### config.mk
export PLATFORM = sky130hd
export DESIGN_NAME = dscs_ctrl
export DESIGN_NICKNAME = d
export VERILOG_FILES = /design/src/sv/dscs_pkg.sv /design/src/sv/dscs_ctrl.sv
export VERILOG_INCLUDE_DIRS = /design/src /design/src/sv
export SDC_FILE = /design/constraint.sdc
export NUM_CORES = 1
export LEC_CHECK = 0
export BUFFER_PORTS_ARGS = -buffer_cell sky130_fd_sc_hd__buf_2
export CAP_MARGIN = 20
export CORE_AREA = 2 2 39 41
export CTS_CLUSTER_DIAMETER = 100
export CTS_CLUSTER_SIZE = 14
export DETAILED_ROUTE_END_ITERATION = 6
export DIE_AREA = 0 0 41 43
export GPL_TIMING_DRIVEN = 0
export PLACE_DENSITY = 0.63
export RECOVER_POWER = 100
export SYNTH_ARGS = -nofsm -noshare
export SYNTH_HDL_FRONTEND = slang
export SYNTH_SLANG_ARGS = --single-unit
export TNS_END_PERCENT = 30
### constraint.sdc
create_clock -name clock -period 2.7 [get_ports clock]
set_input_delay 0.27 -clock clock [delete_from_list [all_inputs] [get_ports clock]]
set_output_delay 0.27 -clock clock [all_outputs]
set_load 0.01 [all_outputs]
### src/sv/dna_sequence_complexity_score_core_macros.svh
// assertion helpers shared by the core's modules
`ifndef DNA_SEQUENCE_COMPLEXITY_SCORE_CORE_MACROS_SVH
`define DNA_SEQUENCE_COMPLEXITY_SCORE_CORE_MACROS_SVH

// same-cycle implication
`define DSCS_ASSERT_NOW(lbl, pre, post, msg) \
   lbl: assert property (@(posedge clock) disable iff (reset) (pre) |-> (post)) \
      else $error(msg);

// next-cycle implication
`define DSCS_ASSERT_NEXT(lbl, pre, post, msg) \
   lbl: assert property (@(posedge clock) disable iff (reset) (pre) |=> (post)) \
      else $error(msg);

`endif

### src/sv/dscs_pkg.sv
package dscs_pkg;

   localparam int MAX_LEN   = 4096;
   localparam int FRAC_BITS = 16;

   localparam int SYM_W     = 8;
   localparam int LEN_W     = $clog2(MAX_LEN + 1);
   localparam int LOG_FRAC  = 32;
   localparam int LOG_SH_W  = $clog2(LOG_FRAC);
   localparam int EXP_W     = $clog2(LEN_W);
   localparam int LF_INT_W  = LEN_W + EXP_W;
   localparam int LF_W      = LF_INT_W + LOG_FRAC;
   localparam int DIV_W     = LEN_W + 1;
   localparam int STEP_W    = $clog2(LF_W);
   localparam int SCORE_W   = FRAC_BITS + 1;

   localparam logic [SCORE_W-1:0] SCORE_ONE = SCORE_W'(1) << FRAC_BITS;

   localparam int NUM_BASES = 4;
   localparam int BASE_A    = 0;
   localparam int BASE_C    = 1;
   localparam int BASE_G    = 2;
   localparam int BASE_T    = 3;

   localparam logic [SYM_W-1:0] BASE_CHAR [NUM_BASES] = '{8'h41, 8'h43, 8'h47, 8'h54};

   typedef struct packed {
      logic fill_init;
      logic fill_load;
      logic fill_square;
      logic fill_write;
      logic count;
      logic sum_start;
      logic sum_step;
      logic div_start;
      logic div_step;
      logic load_result;
   } dscs_cmd_type;

   typedef struct packed {
      logic fill_end;
      logic sq_last;
      logic sum_done;
      logic div_last;
   } dscs_stat_type;

endpackage

### src/sv/dscs_ctrl.sv
`include "dna_sequence_complexity_score_core_macros.svh"

module dscs_ctrl (
   input  logic                   clock,
   input  logic                   reset,
   input  logic                   req_valid,
   input  logic                   req_last,
   output logic                   req_ready,
   input  logic                   rsp_ready,
   output logic                   rsp_valid,
   output dscs_pkg::dscs_cmd_type cmd,
   input  dscs_pkg::dscs_stat_type stat
);
   import dscs_pkg::*;

   localparam logic [2:0] ST_FILL_INIT  = 3'd0;
   localparam logic [2:0] ST_FILL_LOAD  = 3'd1;
   localparam logic [2:0] ST_FILL_SQ    = 3'd2;
   localparam logic [2:0] ST_FILL_WRITE = 3'd3;
   localparam logic [2:0] ST_IDLE       = 3'd4;
   localparam logic [2:0] ST_SUM        = 3'd5;
   localparam logic [2:0] ST_DIV_INIT   = 3'd6;
   localparam logic [2:0] ST_DIV        = 3'd7;
   localparam logic [2:0] ST_DONE_WAIT  = 3'd0;

   logic [2:0] state_ff;
   logic [2:0] state_in;
   logic       done_ff;
   logic       done_in;
   logic       rsp_valid_ff;
   logic       rsp_valid_in;

   always_comb begin
      state_in  = state_ff;
      done_in   = done_ff;
      cmd       = '0;
      req_ready = 1'b0;
      unique case (state_ff)
         ST_FILL_INIT: begin
            if (done_ff) begin
               // result waiting for the output register
               if (!rsp_valid_ff || rsp_ready) begin
                  cmd.load_result = 1'b1;
                  done_in         = 1'b0;
                  state_in        = ST_IDLE;
               end
            end else begin
               cmd.fill_init = 1'b1;
               state_in      = ST_FILL_LOAD;
            end
         end
         ST_FILL_LOAD: begin
            cmd.fill_load = 1'b1;
            state_in      = ST_FILL_SQ;
         end
         ST_FILL_SQ: begin
            cmd.fill_square = 1'b1;
            if (stat.sq_last) begin
               state_in = ST_FILL_WRITE;
            end
         end
         ST_FILL_WRITE: begin
            cmd.fill_write = 1'b1;
            state_in       = stat.fill_end ? ST_IDLE : ST_FILL_LOAD;
         end
         ST_IDLE: begin
            req_ready = 1'b1;
            if (req_valid) begin
               cmd.count = 1'b1;
               if (req_last) begin
                  cmd.sum_start = 1'b1;
                  state_in      = ST_SUM;
               end
            end
         end
         ST_SUM: begin
            cmd.sum_step = 1'b1;
            if (stat.sum_done) begin
               state_in = ST_DIV_INIT;
            end
         end
         ST_DIV_INIT: begin
            cmd.div_start = 1'b1;
            state_in      = ST_DIV;
         end
         ST_DIV: begin
            cmd.div_step = 1'b1;
            if (stat.div_last) begin
               done_in  = 1'b1;
               state_in = ST_DONE_WAIT;
            end
         end
         default: begin
            state_in = ST_FILL_INIT;
         end
      endcase
   end

   assign rsp_valid_in = cmd.load_result | (rsp_valid_ff & ~rsp_ready);
   assign rsp_valid    = rsp_valid_ff;

   always_ff @(posedge clock) begin
      if (reset) begin
         state_ff     <= ST_FILL_INIT;
         done_ff      <= 1'b0;
         rsp_valid_ff <= 1'b0;
      end else begin
         state_ff     <= state_in;
         done_ff      <= done_in;
         rsp_valid_ff <= rsp_valid_in;
      end
   end

   `DSCS_ASSERT_NEXT(a_last_starts_sum, req_valid && req_ready && req_last, state_ff == ST_SUM, "last word did not start scoring")
   `DSCS_ASSERT_NOW(a_rsp_rise_from_load, $rose(rsp_valid_ff), $past(done_ff), "result shown without a finished score")
   `DSCS_ASSERT_NOW(a_no_req_while_scoring, done_ff, !req_ready, "input taken while a score waits")

endmodule

==> metrics.yaml <==
outcome: "finished clean"
cp_slowest_stage_delay_ns: 0.64
yosysSeqAreaShare: 0.233
synth_top_area_cell: "dfxtp_1"
synth_top_cells_by_area: "dfxtp_1, o21ai_0, nor2_1, nor3b_1, nand2_1"
p_leak_nw: 0.214
maxCapViolCount: 0
grt_use_met1: 0.199
htree_levels: 1
antenna_cells: 0
cts_hold_buffers: 0
use_met3: 0.0314
vias: 498
synth.distinct_cells: 28
synthAdderAreaFrac: 0
grt-ovfl-total: 0
drc_errors: 0
synth_compound_area_frac: 0.219
syn_avg_cell_area_um2: 7.53
synth_top_family_by_area: "simple AND/OR/NAND/NOR gates"
layout_commonest_cell: "clkbuf_1"
fp.dieArea_um2: 1760
fillers: 156
clkLatencyLatePin_ns: 0.25
syn-num-nets: 66
postCtsResizedCells: 0
hold_class: "input port to flop"
regArea_um2: 100
numPortBuffers: 20
ant_nets: 0
routabilityCongestion: 0.745
ys_warn_count: 0
finalSetupViolCount: 0
path_class: "flop to primary output"
slew_viol_final: 0
cts_setup_buffers: 0
cp.required_ns: 2.43
rsz0062_at_grt: "false"
nets: 91
multiInputGateArea_um2: 275
firstDrtPassIters: 3
worstPathMaxFanout: 9
arrival_ns: 1.72
synthCells: 57
peakVddDrop_v: 0.000447
synth-main-ff-cell: "dfxtp_1"
grt.busiest_layer: "met1"
dp.final_hpwl_um: 800
grt_usage: 0.140
drive_above_1_share: 0.185
first_global_vias: 396
period_needed_ns: 1.99
rows: 14
wl_um: 1080
worst_slew_pin_slew_ns: 0.650
path_buf_inv: 2
avgRoutedWirePerCell_um: 11.1
cts_buffers: 3
cts_tree: "done"
final_util: 0.393
fmaxAchievable_ghz: 0.503
synth_edf_count: 0
finalClockSkew_ns: 0.00197
ys_seq_elements: 5
power_density_nw_per_um2: 915
antenna_found_initial: 0
ys_async_sr_fraction: 0
crit_slowest_cell: "nor4b_1"
avgViaCountPerCell: 5.13
placeableCoreArea_um2: 1380
grt_first_pass_wirelength_um: 1690
clockBufferDepth: 2
end_kind: "primary output"
initial_core_util: 0.310
syn_area_um2: 429
syn_to_final_growth_pct: 26.8
ios: 21
finalCritPeriodShare: 0.736
cts_root_buf: "clkbuf_4"
synth_top_area_share: 0.233
path_cells: "clkbuf_1, nor4b_1, nor2b_1, clkbuf_1"
finalSetupTns_ns: 0
cts.sinks: 5
yosys.area_share.xor_xnor: 0
relSlewSlack: 0.561
clk_transition_reported_paths_ns: 0.05
grt_max_degree: 11
hold_viol: 0
die_w_um: 41
use_met2: 0.194
synthMuxAreaShare: 0.0496
cpMostUsedCell: "clkbuf_1"
drtIter0Drc: 5
cp_top_family: "simple AND/OR/NAND/NOR gates"
die_y_um: 43
final_cell_mix: "clkbuf_1, buf_2, nor2_1"
startpoint_type: "flop"
synth-simple-area-share: 0.414
==> synth_stat cells (2+ instances only) <==
cell,instances
nand2_1,5
nor2b_1,3
nor3b_1,3
and3_1,2
nor2_1,6
inv_1,2
o21ai_0,5
nor4_1,2
buf_2,2
nand2b_1,3
dfxtp_1,5
a21oi_1,3
==> cell type report <==
class,count,area share
Buffer,5,0.0483
Clock buffer,4,0.0483
Inverter,2,0.0138
Multi-Input combinational cell,45,0.506
Sequential cell,5,0.184
Tap cell,16,0.0368
Timing Repair Buffer,20,0.163
==> power by group <==
part           switching [mW]  total (mW)  internal, mW
clock                  0.0341      0.0902        0.0561
sequential             0.0127       0.107        0.0946
combinational           0.175       0.300         0.126
total                   0.222       0.498         0.276
==> kinds of logic after synthesis <==
family                 count (synthesis)
multiplexers                           2
AND/OR/NAND/NOR                       29
flip-flops                             5
AO/OA/AOI/OAI                         14
buffers and inverters                  7
==> layer usage <==
layer	wire length [µm]	vias up
met5	0	-
met4	23	0
met3	62	2
met2	463	16
met1	529	228
li1	-	252
==> metrics by stage <==
| step | instances | hold WS, ns | total power, mW | setup WS [ns] | instance area (µm²) |
|---|---|---|---|---|---|
| finish | 97 | 0.273 | 0.498 | 0.712 | 544 |
| global route | 97 | 0.288 | 0.542 | 0.548 | 544 |
| CTS | 97 | 0.277 | 0.521 | 0.939 | 576 |
| detailed placement | 93 | 0.537 | 0.430 | 1.06 | 549 |
| global placement | 93 | 0.531 | 0.425 | 1.08 | 549 |
| floorplan | 57 | 0.339 | 0.342 | 1.22 | 429 |
==> state kept, by name (all words and copies together) (netlist names) <==
register	flops
state_ff	3
done_ff	1
rsp_valid	1
==> worst paths after layout <==
path,slack [ns],depth (start not counted),startpoint,endpoint
min reg2reg,0.58,2,done_ff$_SDFFE_PP0P_,done_ff$_SDFFE_PP0P_
min,0.27,2,reset,state_ff[2]$_SDFFE_PP0P_
max reg2reg,0.72,5,state_ff[0]$_SDFFE_PP0P_,state_ff[1]$_SDFFE_PP0P_
max,0.71,4,state_ff[0]$_SDFFE_PP0P_,cmd[0]
Note: power is estimated with default switching activity, not from simulation.
